--- src/hw/rtl/direct_mapped_l1_cache_defines.svh ---
// Assertion macros for the direct-mapped L1 cache
`ifndef DIRECT_MAPPED_L1_CACHE_DEFINES_SVH
`define DIRECT_MAPPED_L1_CACHE_DEFINES_SVH

`ifndef SYNTH
// prop must hold at every clock edge out of reset
`define DMC_ASSERT(label, clk, rst_n, prop) \
  label: assert property (@(posedge clk) disable iff (!rst_n) prop) \
    else $error("%m: assertion failed");
// cond must never be true out of reset
`define DMC_ASSERT_NEVER(label, clk, rst_n, cond) \
  label: assert property (@(posedge clk) disable iff (!rst_n) !(cond)) \
    else $error("%m: forbidden condition seen");
`else
`define DMC_ASSERT(label, clk, rst_n, prop)
`define DMC_ASSERT_NEVER(label, clk, rst_n, cond)
`endif

`endif

--- src/hw/rtl/dmc_pkg.sv ---
// Shared constants and types of the direct-mapped L1 cache
`timescale 1ns / 1ps

package dmc_pkg;

  localparam int unsigned MEMORY_BYTES = 65536;
  localparam int unsigned CACHE_LINES  = 256;
  localparam int unsigned BLOCK_BYTES  = 64;
  localparam int unsigned WORD_BYTES   = 4;

  localparam int unsigned BLOCK_WORDS = BLOCK_BYTES / WORD_BYTES;
  localparam int unsigned MEM_WORDS   = MEMORY_BYTES / WORD_BYTES;

  localparam int unsigned ADDR_W    = 16;
  localparam int unsigned DATA_W    = 32;
  localparam int unsigned TIME_W    = 32;
  localparam int unsigned COST_W    = 10;
  localparam int unsigned ACC_W     = 12;
  localparam int unsigned CFG_IDX_W = 8;

  localparam int unsigned WORD_LSB = $clog2(WORD_BYTES);
  localparam int unsigned LINE_LSB = $clog2(BLOCK_BYTES);
  localparam int unsigned LINE_W   = $clog2(CACHE_LINES);
  localparam int unsigned TAG_LSB  = LINE_LSB + LINE_W;
  localparam int unsigned WORD_W   = LINE_LSB - WORD_LSB;
  localparam int unsigned TAG_W    = ADDR_W - TAG_LSB;
  localparam int unsigned DATA_AW  = LINE_W + WORD_W;
  localparam int unsigned MEM_AW   = $clog2(MEM_WORDS);
  localparam int unsigned CNT_W    = $clog2(BLOCK_WORDS + 1);

  typedef enum logic {
    ACT_READ  = 1'b0,
    ACT_WRITE = 1'b1
  } action_e;

  localparam logic [CFG_IDX_W-1:0] REG_CACHE_READ_COST  = CFG_IDX_W'(0);
  localparam logic [CFG_IDX_W-1:0] REG_CACHE_WRITE_COST = CFG_IDX_W'(1);
  localparam logic [CFG_IDX_W-1:0] REG_MEM_READ_COST    = CFG_IDX_W'(2);
  localparam logic [CFG_IDX_W-1:0] REG_MEM_WRITE_COST   = CFG_IDX_W'(3);

  localparam logic [COST_W-1:0] CACHE_READ_COST_RST  = COST_W'(1);
  localparam logic [COST_W-1:0] CACHE_WRITE_COST_RST = COST_W'(1);
  localparam logic [COST_W-1:0] MEM_READ_COST_RST    = COST_W'(100);
  localparam logic [COST_W-1:0] MEM_WRITE_COST_RST   = COST_W'(50);

  typedef struct packed {
    logic [COST_W-1:0] cache_read;
    logic [COST_W-1:0] cache_write;
    logic [COST_W-1:0] mem_read;
    logic [COST_W-1:0] mem_write;
  } cost_cfg_t;

  typedef struct packed {
    logic             dirty;
    logic [TAG_W-1:0] tag;
  } tag_entry_t;

  typedef struct packed {
    logic              we;
    logic [LINE_W-1:0] addr;
    tag_entry_t        wdata;
  } tag_req_t;

  typedef struct packed {
    logic               we;
    logic [DATA_AW-1:0] addr;
    logic [DATA_W-1:0]  wdata;
  } data_req_t;

  typedef struct packed {
    logic              we;
    logic [MEM_AW-1:0] addr;
    logic [DATA_W-1:0] wdata;
  } mem_req_t;

endpackage

--- src/hw/rtl/dmc_if.sv ---
// Handshake channel interfaces of the direct-mapped L1 cache
`timescale 1ns / 1ps

interface dmc_in_if;
  logic                       valid;
  logic                       ready;
  logic                       action;
  logic [dmc_pkg::ADDR_W-1:0] address;
  logic [dmc_pkg::DATA_W-1:0] write_data;

  modport source (output valid, action, address, write_data, input ready);
  modport sink (input valid, action, address, write_data, output ready);
endinterface

interface dmc_out_if;
  logic                       valid;
  logic                       ready;
  logic [dmc_pkg::DATA_W-1:0] read_data;
  logic                       was_hit;
  logic [dmc_pkg::ACC_W-1:0]  access_cost;
  logic [dmc_pkg::TIME_W-1:0] total_time;

  modport source (output valid, read_data, was_hit, access_cost, total_time, input ready);
  modport sink (input valid, read_data, was_hit, access_cost, total_time, output ready);
endinterface


--- src/hw/rtl/dmc_ctrl.sv ---
// Cache controller: lookup, victim writeback, block fill, cost accounting
`timescale 1ns / 1ps
`include "direct_mapped_l1_cache_defines.svh"

module dmc_ctrl (
  input  logic                       clk_i,
  input  logic                       rst_ni,
  dmc_in_if.sink                     in_i,
  dmc_out_if.source                  out_o,
  input  dmc_pkg::cost_cfg_t         cost_i,
  output dmc_pkg::tag_req_t          tag_req_o,
  input  dmc_pkg::tag_entry_t        tag_rdata_i,
  output dmc_pkg::data_req_t         data_req_o,
  input  logic [dmc_pkg::DATA_W-1:0] data_rdata_i,
  output dmc_pkg::mem_req_t          mem_req_o,
  input  logic [dmc_pkg::DATA_W-1:0] mem_rdata_i
);

  typedef enum logic [2:0] {
    ST_CLEAR,
    ST_IDLE,
    ST_LOOKUP,
    ST_WB,
    ST_FILL,
    ST_FIN,
    ST_DONE
  } state_e;

  state_e                          state_q;
  logic [dmc_pkg::MEM_AW-1:0]      clr_cnt_q;
  logic [dmc_pkg::CNT_W-1:0]       cnt_q;
  logic [dmc_pkg::CACHE_LINES-1:0] valid_q;
  logic                            is_wr_q;
  logic [dmc_pkg::ADDR_W-1:0]      addr_q;
  logic [dmc_pkg::DATA_W-1:0]      wdata_q;
  logic                            hit_q;
  logic                            dirty_vic_q;
  logic [dmc_pkg::TAG_W-1:0]       vtag_q;
  logic [dmc_pkg::DATA_W-1:0]      rdata_q;

  logic                            out_valid_q;
  logic [dmc_pkg::DATA_W-1:0]      out_rdata_q;
  logic                            out_hit_q;
  logic [dmc_pkg::ACC_W-1:0]       out_cost_q;
  logic [dmc_pkg::TIME_W-1:0]      total_q;

  logic [dmc_pkg::WORD_W-1:0]      word;
  logic [dmc_pkg::LINE_W-1:0]      line;
  logic [dmc_pkg::TAG_W-1:0]       tag;
  logic [dmc_pkg::WORD_W-1:0]      in_word;
  logic [dmc_pkg::LINE_W-1:0]      in_line;
  logic [dmc_pkg::WORD_W-1:0]      cnt_idx;
  logic [dmc_pkg::WORD_W-1:0]      prev_idx;
  logic                            hit;
  logic                            vic_dirty;
  logic                            out_free;
  logic [dmc_pkg::ACC_W-1:0]       cost;
  logic [dmc_pkg::TIME_W-1:0]      total_d;

  assign word     = addr_q[dmc_pkg::LINE_LSB-1:dmc_pkg::WORD_LSB];
  assign line     = addr_q[dmc_pkg::TAG_LSB-1:dmc_pkg::LINE_LSB];
  assign tag      = addr_q[dmc_pkg::ADDR_W-1:dmc_pkg::TAG_LSB];
  assign in_word  = in_i.address[dmc_pkg::LINE_LSB-1:dmc_pkg::WORD_LSB];
  assign in_line  = in_i.address[dmc_pkg::TAG_LSB-1:dmc_pkg::LINE_LSB];
  assign cnt_idx  = cnt_q[dmc_pkg::WORD_W-1:0];
  assign prev_idx = cnt_idx - dmc_pkg::WORD_W'(1);

  assign hit       = valid_q[line] && (tag_rdata_i.tag == tag);
  assign vic_dirty = valid_q[line] && tag_rdata_i.dirty;
  assign out_free  = !out_valid_q || out_o.ready;

  always_comb begin
    cost = dmc_pkg::ACC_W'(is_wr_q ? cost_i.cache_write : cost_i.cache_read);
    if (!hit_q) begin
      cost = cost + dmc_pkg::ACC_W'(cost_i.mem_read);
      if (dirty_vic_q) begin
        cost = cost + dmc_pkg::ACC_W'(cost_i.mem_write);
      end
      if (is_wr_q) begin
        cost = cost + dmc_pkg::ACC_W'(cost_i.mem_write);
      end
    end
  end

  assign total_d = total_q + dmc_pkg::TIME_W'(cost);

  always_comb begin
    tag_req_o        = '0;
    tag_req_o.addr   = line;
    tag_req_o.wdata  = '{dirty: 1'b0, tag: tag};
    data_req_o       = '0;
    data_req_o.addr  = {line, word};
    data_req_o.wdata = wdata_q;
    mem_req_o        = '0;
    mem_req_o.addr   = dmc_pkg::MEM_AW'(addr_q[dmc_pkg::ADDR_W-1:dmc_pkg::WORD_LSB]);
    mem_req_o.wdata  = wdata_q;
    case (state_q)
      ST_CLEAR: begin
        mem_req_o.we    = 1'b1;
        mem_req_o.addr  = clr_cnt_q;
        mem_req_o.wdata = '0;
      end
      ST_IDLE: begin
        tag_req_o.addr  = in_line;
        data_req_o.addr = {in_line, in_word};
      end
      ST_LOOKUP: begin
        if (hit) begin
          if (is_wr_q) begin
            data_req_o.we   = 1'b1;
            tag_req_o.we    = 1'b1;
            tag_req_o.wdata = '{dirty: 1'b1, tag: tag};
          end
        end else begin
          // prefetch first victim word for writeback
          data_req_o.addr = {line, dmc_pkg::WORD_W'(0)};
        end
      end
      ST_WB: begin
        mem_req_o.we    = 1'b1;
        mem_req_o.addr  = dmc_pkg::MEM_AW'({vtag_q, line, cnt_idx});
        mem_req_o.wdata = data_rdata_i;
        data_req_o.addr = {line, cnt_idx + dmc_pkg::WORD_W'(1)};
      end
      ST_FILL: begin
        mem_req_o.addr   = dmc_pkg::MEM_AW'({tag, line, cnt_idx});
        data_req_o.we    = (cnt_q != '0);
        data_req_o.addr  = {line, prev_idx};
        data_req_o.wdata = mem_rdata_i;
      end
      ST_FIN: begin
        tag_req_o.we  = 1'b1;
        data_req_o.we = is_wr_q;
        mem_req_o.we  = is_wr_q;
      end
      default: begin
      end
    endcase
  end

  always_ff @(posedge clk_i or negedge rst_ni) begin
    if (!rst_ni) begin
      state_q     <= ST_CLEAR;
      clr_cnt_q   <= '0;
      cnt_q       <= '0;
      valid_q     <= '0;
      out_valid_q <= 1'b0;
      total_q     <= '0;
    end else begin
      if (out_o.ready && state_q != ST_DONE) begin
        out_valid_q <= 1'b0;
      end
      case (state_q)
        ST_CLEAR: begin
          clr_cnt_q <= clr_cnt_q + dmc_pkg::MEM_AW'(1);
          if (clr_cnt_q == dmc_pkg::MEM_AW'(dmc_pkg::MEM_WORDS - 1)) begin
            state_q <= ST_IDLE;
          end
        end
        ST_IDLE: begin
          if (in_i.valid) begin
            is_wr_q <= (in_i.action == dmc_pkg::ACT_WRITE);
            addr_q  <= in_i.address;
            wdata_q <= in_i.write_data;
            state_q <= ST_LOOKUP;
          end
        end
        ST_LOOKUP: begin
          hit_q       <= hit;
          dirty_vic_q <= !hit && vic_dirty;
          vtag_q      <= tag_rdata_i.tag;
          rdata_q     <= data_rdata_i;
          cnt_q       <= '0;
          if (hit) begin
            state_q <= ST_DONE;
          end else if (vic_dirty) begin
            state_q <= ST_WB;
          end else begin
            state_q <= ST_FILL;
          end
        end
        ST_WB: begin
          if (cnt_q == dmc_pkg::CNT_W'(dmc_pkg::BLOCK_WORDS - 1)) begin
            cnt_q   <= '0;
            state_q <= ST_FILL;
          end else begin
            cnt_q <= cnt_q + dmc_pkg::CNT_W'(1);
          end
        end
        ST_FILL: begin
          cnt_q <= cnt_q + dmc_pkg::CNT_W'(1);
          if (cnt_q != '0 && prev_idx == word) begin
            rdata_q <= mem_rdata_i;
          end
          if (cnt_q == dmc_pkg::CNT_W'(dmc_pkg::BLOCK_WORDS)) begin
            state_q <= ST_FIN;
          end
        end
        ST_FIN: begin
          valid_q[line] <= 1'b1;
          state_q       <= ST_DONE;
        end
        ST_DONE: begin
          if (out_free) begin
            out_valid_q <= 1'b1;
            out_rdata_q <= is_wr_q ? '0 : rdata_q;
            out_hit_q   <= hit_q;
            out_cost_q  <= cost;
            total_q     <= total_d;
            state_q     <= ST_IDLE;
          end
        end
        default: begin
          state_q <= ST_IDLE;
        end
      endcase
    end
  end

  assign in_i.ready        = (state_q == ST_IDLE);
  assign out_o.valid       = out_valid_q;
  assign out_o.read_data   = out_rdata_q;
  assign out_o.was_hit     = out_hit_q;
  assign out_o.access_cost = out_cost_q;
  assign out_o.total_time  = total_q;

  `DMC_ASSERT(a_hit_keeps_valid, clk_i, rst_ni, (state_q == ST_LOOKUP && hit) |=> $stable(valid_q))
  `DMC_ASSERT(a_result_from_done, clk_i, rst_ni, $rose(out_valid_q) |-> $past(state_q == ST_DONE))
  `DMC_ASSERT(a_time_on_result, clk_i, rst_ni, !(state_q == ST_DONE && out_free) |=> $stable(total_q))
  `DMC_ASSERT_NEVER(a_dual_write_fin, clk_i, rst_ni, data_req_o.we && mem_req_o.we && state_q != ST_FIN)

endmodule

--- src/flat_wrapper.sv ---
// flat-port wrapper written by rule: the top's interface ports become plain ports
module dmc_ctrl_flat 
  (clk_i, rst_ni, cost_i, tag_req_o, tag_rdata_i, data_req_o, data_rdata_i, mem_req_o, mem_rdata_i, in_i_valid, in_i_action, in_i_address, in_i_write_data, in_i_ready, out_o_valid, out_o_read_data, out_o_was_hit, out_o_access_cost, out_o_total_time, out_o_ready);
  dmc_in_if in_i_i ();
  dmc_out_if out_o_i ();
  input  logic clk_i;
  input  logic rst_ni;
  input  dmc_pkg::cost_cfg_t cost_i;
  output dmc_pkg::tag_req_t tag_req_o;
  input  dmc_pkg::tag_entry_t tag_rdata_i;
  output dmc_pkg::data_req_t data_req_o;
  input  logic [dmc_pkg::DATA_W-1:0] data_rdata_i;
  output dmc_pkg::mem_req_t mem_req_o;
  input  logic [dmc_pkg::DATA_W-1:0] mem_rdata_i;
  input wire logic [$bits(in_i_i.valid)-1:0] in_i_valid;
  input wire logic [$bits(in_i_i.action)-1:0] in_i_action;
  input wire logic [$bits(in_i_i.address)-1:0] in_i_address;
  input wire logic [$bits(in_i_i.write_data)-1:0] in_i_write_data;
  output wire logic [$bits(in_i_i.ready)-1:0] in_i_ready;
  output wire logic [$bits(out_o_i.valid)-1:0] out_o_valid;
  output wire logic [$bits(out_o_i.read_data)-1:0] out_o_read_data;
  output wire logic [$bits(out_o_i.was_hit)-1:0] out_o_was_hit;
  output wire logic [$bits(out_o_i.access_cost)-1:0] out_o_access_cost;
  output wire logic [$bits(out_o_i.total_time)-1:0] out_o_total_time;
  input wire logic [$bits(out_o_i.ready)-1:0] out_o_ready;
  assign in_i_i.valid = in_i_valid;
  assign in_i_i.action = in_i_action;
  assign in_i_i.address = in_i_address;
  assign in_i_i.write_data = in_i_write_data;
  assign in_i_ready = in_i_i.ready;
  assign out_o_valid = out_o_i.valid;
  assign out_o_read_data = out_o_i.read_data;
  assign out_o_was_hit = out_o_i.was_hit;
  assign out_o_access_cost = out_o_i.access_cost;
  assign out_o_total_time = out_o_i.total_time;
  assign out_o_i.ready = out_o_ready;
  dmc_ctrl u_core (.clk_i(clk_i), .rst_ni(rst_ni), .in_i(in_i_i), .out_o(out_o_i), .cost_i(cost_i), .tag_req_o(tag_req_o), .tag_rdata_i(tag_rdata_i), .data_req_o(data_req_o), .data_rdata_i(data_rdata_i), .mem_req_o(mem_req_o), .mem_rdata_i(mem_rdata_i));
endmodule
--- config.mk ---
export PLATFORM = sky130hd
export DESIGN_NAME = dmc_ctrl_flat
export DESIGN_NICKNAME = d
export VERILOG_FILES = /design/src/hw/rtl/dmc_pkg.sv /design/src/hw/rtl/dmc_if.sv /design/src/hw/rtl/dmc_ctrl.sv /design/src/flat_wrapper.sv
export VERILOG_INCLUDE_DIRS = /design/src /design/src/hw/rtl
export SDC_FILE = /design/constraint.sdc
export NUM_CORES = 1
export LEC_CHECK = 0
export BUFFER_PORTS_ARGS = -buffer_cell sky130_fd_sc_hd__clkbuf_2
export CAP_MARGIN = 20
export CORE_MARGIN = 2
export CORE_UTILIZATION = 57
export DETAILED_ROUTE_END_ITERATION = 8
export GPL_TIMING_DRIVEN = 1
export PLACE_DENSITY_LB_ADDON = 0.2
export SYNTH_ARGS = -nofsm -noshare
export SYNTH_HDL_FRONTEND = slang
export SYNTH_SLANG_ARGS = --single-unit
--- constraint.sdc ---
create_clock -name clk_i -period 7.6 [get_ports clk_i]
set_clock_uncertainty 0.05 [all_clocks]
set_input_delay 0 -clock clk_i [delete_from_list [all_inputs] [get_ports clk_i]]
set_output_delay 0 -clock clk_i [all_outputs]
set_load 0.01 [all_outputs]
Word-level counts from Yosys, hierarchy flattened
Cells that the tools add are included.
W data, S select, Z words.
{"block": "word_totals", "regBits": 441, "wordCells": 103}
{"block": "op_classes", "addsub": 8, "magnitude_cmp": 2, "eq_ne": 18, "mux": 38, "bitwise_logic": 1, "n_reduce_logical": 20}
{"cell": "$or A256 B256 Y256", "n": 1}
{"cell": "$pmux W32 S2", "n": 2}
{"cell": "$mux W32", "n": 2}
{"cell": "$mux W12", "n": 4}
{"cell": "$pmux W12 S4", "n": 1}
{"cell": "$pmux W14 S3", "n": 1}
{"cell": "$add A12 B10 Y12", "n": 3}
{"cell": "$add A32 B12 Y32", "n": 1}
{"cell": "$mux W3", "n": 10}
{"cell": "$pmux W3 S7", "n": 1}
{"cell": "$pmux W5 S3", "n": 1}
{"cell": "$add A14 B1 Y14 const B", "n": 1}
{"cell": "$eq A14 B14 Y1 const B", "n": 1}
{"cell": "$mux W10", "n": 1}
{"cell": "$ne A2 B1 Y1 const B", "n": 5}
{"cell": "$eq A3 B3 Y1 const B", "n": 3}
{"cell": "$lt A8 B9 Y1 const B", "n": 1}
{"cell": "$reduce_and A3 Y1", "n": 3}
{"cell": "$bmux W1 S8", "n": 1}
{"cell": "$demux W1 S8", "n": 1}
{"cell": "$ge A8 B1 Y1 const B", "n": 1}
{"cell": "$mux W8", "n": 1}
{"cell": "$mux W1", "n": 7}
{"cell": "$eq A3 B2 Y1 const B", "n": 2}
{"cell": "other kinds (24)", "n": 32}

Longest topological paths before layout
{"block": "depth", "word_depth": 9, "depth_mapped": 35}

Worst setup path after synthesis
No wires, ideal clock.
{"block": "synth_path", "path_type": "reg2reg", "start": "reg u_core.is_wr_q", "end": "reg u_core.total_q, in the netlist u_core.out_o.total_time[22]", "setup_time_ns": 0.127, "arrival_time_ns": 6.806, "required_time_ns": 7.423, "path_slack_ns": 0.617, "path_stages_with_launch": 33, "n_path_buf": 3, "synth_period_minus_slack_ns": 6.983, "cell_sequence": "edfxtp_1 > clkbuf_1 > buf_1 > mux2_2 > ha_1 > inv_1 > fa_1 > nor2b_1 > o21ai_0 > a21o_1 > nand3b_1 > xor2_1 > ha_1 > or2_2 > o31a_1 > nand2_1 > xnor2_1 > mux2_2 > ha_1 > or3_1 > o21ai_0 > a21oi_1 > xor2_1 > mux4_2 > ha_1 > a21o_1 > a21o_1 > a2111o_1 > a311oi_1 > or3_1 > clkbuf_1 > nor2_1 > xor2_1"}
{"block": "synth_via", "elab_chain_len": 9}
{"item": "from (decl)", "line": "dmc_ctrl.sv:33", "text": "logic is_wr_q;"}
{"item": "from (signal assigned)", "line": "dmc_ctrl.sv:162", "text": "is_wr_q <= (in_i.action == dmc_pkg::ACT_WRITE);"}
{"item": "$mux W10", "line": "dmc_ctrl.sv:73", "text": "cost = dmc_pkg::ACC_W'(is_wr_q ? cost_i.cache_write : cost_i.cache_read);"}
{"item": "$add A12 B10 Y12", "line": "dmc_ctrl.sv:75", "text": "cost = cost + dmc_pkg::ACC_W'(cost_i.mem_read);"}
{"item": "$add A12 B10 Y12", "line": "dmc_ctrl.sv:77", "text": "cost = cost + dmc_pkg::ACC_W'(cost_i.mem_write);"}
{"item": "$mux W12", "line": "dmc_ctrl.sv:76", "text": "if (dirty_vic_q) begin"}
{"item": "$mux W12", "line": "dmc_ctrl.sv:74", "text": "if (!hit_q) begin"}
{"item": "$add A12 B10 Y12", "line": "dmc_ctrl.sv:80", "text": "cost = cost + dmc_pkg::ACC_W'(cost_i.mem_write);"}
{"item": "$mux W12", "line": "dmc_ctrl.sv:79", "text": "if (is_wr_q) begin"}
{"item": "$mux W12 *", "line": "dmc_ctrl.sv:74"}
{"item": "net u_core.cost (one bit)", "line": "dmc_ctrl.sv:57", "text": "logic [dmc_pkg::ACC_W-1:0] cost;"}
{"item": "$add A32 B12 Y32 *", "line": "dmc_ctrl.sv:85", "text": "assign total_d = total_q + dmc_pkg::TIME_W'(cost);"}
{"item": "to (signal assigned)", "line": "dmc_ctrl.sv:209", "text": "total_q <= total_d;"}
{"item": "to (decl)", "line": "dmc_ctrl.sv:45", "text": "logic [dmc_pkg::TIME_W-1:0] total_q;"}
The timed path passes the listed nets; every way through them passes the cells marked *. The select of a mux whose other input is x is not followed.
A chain may end at the register's enable or synchronous reset.

Worst setup path in the final report
{"block": "layout_path", "start": "reg u_core.is_wr_q", "end": "reg u_core.total_q, in the netlist u_core.out_o.total_time[23]"}
Same word-level chain as after synthesis.

==> Implementation_results.wiki <==
{| class="wikitable"
! Metric !! Value
|-
| Run status || finished clean
|-
| Total cell area at the placement stage || 23800 µm²
|-
| Net count, final || 2539
|-
| Total Routing Usage GR || 0.327
|-
| Overflow left after global routing || 0
|-
| Last weighted congestion value of the routability-driven placer || 0.907
|-
| Post-synth EDFFs || 128
|-
| Int Pwr || 5.11 mW
|-
| Die width || 199 µm
|-
| Minimum hold slack || 0.0530 ns
|-
| Simple-gate portion of the synthesized area || 0.118
|-
| Clk sink count || 439
|-
| Port bufs || 340
|-
| Number of setup buffers added after CTS || 0
|-
| Count of state elements after synthesis || 439
|-
| Worst setup EP type || register
|-
| Most used standard cell by instance count after synthesis || dfrtp_1
|-
| Effective utilization at floorplan || 0.576
|-
| Top-area cell type share of the netlist area || 0.361
|-
| Number of global-route vias before repair || 17305
|-
| Combinational family with the most area after synthesis || compound AO/OA/AOI/OAI gates
|-
| Fraction of the mapped netlist area in adder cells || 0.0337
|-
| Number of antenna-violating nets in the routed design || 0
|-
| I/O pin cnt || 343
|-
| Top cell by count, worst path || ha_1
|-
| Required time of the worst setup path || 8.02 ns
|-
| Drt first-iter violations || 1445
|-
| Setup TNS after final layout || 0 ns
|-
| Number of remaining DRC errors || 0
|-
| Switching pwr || 2.63 mW
|-
| Arrival time at the worst endpoint || 7.59 ns
|-
| Filler cell count in the final layout || 2651
|-
| Post-CTS clock slew at the launch and capture registers of the worst setup and hold paths || 0.07 ns
|-
| Worst path top cell family by delay || compound AO/OA/AOI/OAI gates
|-
| Placed wire-length estimate after detailed placement || 42.9 mm
|-
| Clock H-tree levels || 2
|-
| HP Class || in2reg
|-
| Final setup vio count || 0
|-
| Comb power frac || 0.334
|-
| Max Cap Violations || 0
|-
| Number of buffers created by CTS || 46
|-
| Share of flip-flops with an asynchronous set or reset || 0.708
|-
| Initial antenna violation count || 4
|-
| Post-synthesis cell type with the largest combined area || dfrtp_1
|-
| Post-synthesis compound-gate area fraction || 0.165
|-
| Fraction of final layout cells sized beyond drive strength 1 || 0.233
|-
| Detailed-route vias per instance || 6.08
|-
| Power share of the clock group || 0.304
|-
| Core Footprint || 37500 µm²
|-
| Multiplexer fraction of the synthesized cell area || 0.0875
|-
| Headroom to the max-slew limit || 0.372
|-
| Critical path startpoint category || register
|-
| Final period utilization || 0.943
|-
| Synthesized Nets || 2082
|-
| Number of vias in the routed layout || 17484
|-
| Clock tree from TritonCTS || yes
|-
| Top_reg_cell synth || dfrtp_1
|-
| Tmin final || 7.17 ns
|-
| Average wire length per cell after detail routing || 22.3 µm
|-
| Cell types with the largest area share after synthesis || dfrtp_1, edfxtp_1, mux4_2, nand2_1, a21o_1
|-
| Synth top cells by count || dfrtp_1, nand2_1, a21o_1
|-
| WL final || 64.2 mm
|-
| Switching share of power || 0.340
|-
| XOR/XNOR Fraction of Synth Area || 0.0304
|-
| Cell count after synthesis || 1867
|-
| P&R area growth vs syn || 24.0%
|-
| Total chip power || 7.75 mW
|-
| Areal power density over the cells || 289 nW/µm²
|-
| Sequential cell area fraction in the yosys report || 0.539
|-
| Global-route wire length before repair || 98.0 mm
|-
| Leak pwr || 13.5 nW
|-
| Area of the mapped netlist || 21600 µm²
|-
| Standard-cell row count || 71
|-
| CTS-repair resized insts || 0
|-
| Maximum number of pins on one net before global-route repair || 96
|-
| CP peak stage delay || 0.52 ns
|-
| Hold violation total from the final report || 0
|-
| Pre-antenna DRT Iters || 6
|-
| Clock network latency to the later pin of the worst-skew pair || 0.58 ns
|-
| VDD IR max || 0.195 mV
|-
| Number of buffers between clock root and the deepest sink || 3
|-
| Number of warnings reported in the yosys synthesis log || 0
|-
| Setup Crit Path Kind || reg2reg
|-
| Achievable Freq || 139 MHz
|-
| Number of distinct standard cells referenced by the synthesized netlist || 71
|-
| Worst-Margin Slew || 0.939 ns
|-
| Critical Path Fanout Max || 8
|-
| Root cell of the clock tree || clkbuf_16
|-
| Synthesized area divided by synthesized cell count || 11.6 µm²
|-
| Cell at the slowest stage of the critical path || o311ai_0
|-
| Slew Viols, Final || 0
|-
| Die span in y || 199 µm
|-
| Share of total power in sequential cells || 0.362
|-
| Post-route cell area || 26800 µm²
|-
| Share of the core filled with cells in the final layout || 0.714
|-
| Die area || 39400 µm²
|-
| Buf/Inv on CP || 1
|-
| Setup repair after global routing missed its margin || no
|-
| Hold bufs inserted after CTS || 130
|}
cells in the final DEF, fill, tap and decap left out, drive strengths merged, types with 50 or more instances in the layout:
cell type / synthesis / layout
dlygate4sd3: 0 / 130
o21bai: 128 / 128
mux4: 50 / 50
edfxtp: 128 / 128
a21o: 143 / 143
ha: 51 / 51
nor2b: 52 / 52
clkbuf: 68 / 406
nor2: 74 / 74
dfrtp: 311 / 311
nand2: 293 / 293
power by group through the flow:
stage | Combinational (mW) | Sequential, mW | Clock [mW]
final | 2.59 | 2.80 | 2.35
after global routing | 2.80 | 2.82 | 2.49
after floorplan | 1.61 | 2.78 | 0
after CTS | 2.53 | 2.80 | 2.37
after global placement | 2.37 | 2.83 | 0
after detailed placement | 2.41 | 2.84 | 0
state kept, by name, indices dropped and copies added, names as in the netlist:
register / count
u_core.is_wr_q: 1
u_core.out_o.was_hit: 1
u_core.state_q: 3
u_core.out_o.read_data: 32
u_core.out_o.total_time: 32
u_core.hit_q: 1
u_core.vtag_q: 2
u_core.clr_cnt_q: 14
u_core.rdata_q: 32
u_core.cnt_q: 5
u_core.addr_q: 14
u_core.dirty_vic_q: 1
u_core.out_o.access_cost: 12
u_core.wdata_q: 32
u_core.valid_q: 256
u_core.out_o.valid: 1
worst register-to-register path, delay by kind of cell (launching register included):
kind / cells / cell delay, ns
buffers and inverters: 1 / 0.20
AOI/OAI and AO/OA: 8 / 2.12
adders and majority gates: 4 / 1.24
and+or+nand+nor: 10 / 1.43
muxes: 3 / 1.19
DFF: 1 / 0.42
xor gates and xnor gates: 3 / 0.42
routing by layer:
layer  track usage  part of all wire  vias up
met3        0.0656             0.080      220
met4         0.185             0.056        0
met2         0.513              0.47      869
met5             0                 0        -
li1              -                 -     7700
met1         0.428              0.39     8695
area by class of cell:
cell class	count	area, µm²	share of cell area
sequential	439	11600	0.434
multi-input combinational	1296	9400	0.351
timing repair buffer	508	3370	0.126
clock buffer	66	1390	0.0520
tap	511	639	0.0239
clock inverter	17	198	0.00739
inverter	33	124	0.00463
antenna	4	10.0	0.000374
per-stage QoR:
step / setup slack, ns / instances
after floorplan: 0.617 / 1867
after global placement: 0.732 / 2652
after detailed placement: 0.508 / 2652
after CTS: 0.501 / 2865
after global routing: 0.0163 / 2874
final: 0.430 / 2874
cell families after synthesis:
kind of cell             after synthesis
AND/OR/NAND/NOR                      554
AO/OA/AOI/OAI                        489
flip-flops                           439
buffers and inverters                132
multiplexers                         122
XOR/XNOR                              75
adder cells (fa/ha/maj)               56
worst paths after layout:
kind	end	start	slack [ns]	cells after the start
setup / recovery	u_core.out_o.total_time[23]	u_core.is_wr_q	0.43	29
hold / removal	u_core.out_o.access_cost[2]	cost_i[32]	0.05	4
setup reg to reg	u_core.out_o.total_time[23]	u_core.is_wr_q	0.43	29
hold reg to reg	u_core.valid_q[80]	u_core.valid_q[80]	0.40	1
max in group asynchronous	u_core.valid_q[106]	rst_ni	5.17	6
min in group asynchronous	u_core.valid_q[28]	rst_ni	0.49	3
(Power assumes the default switching activity.)
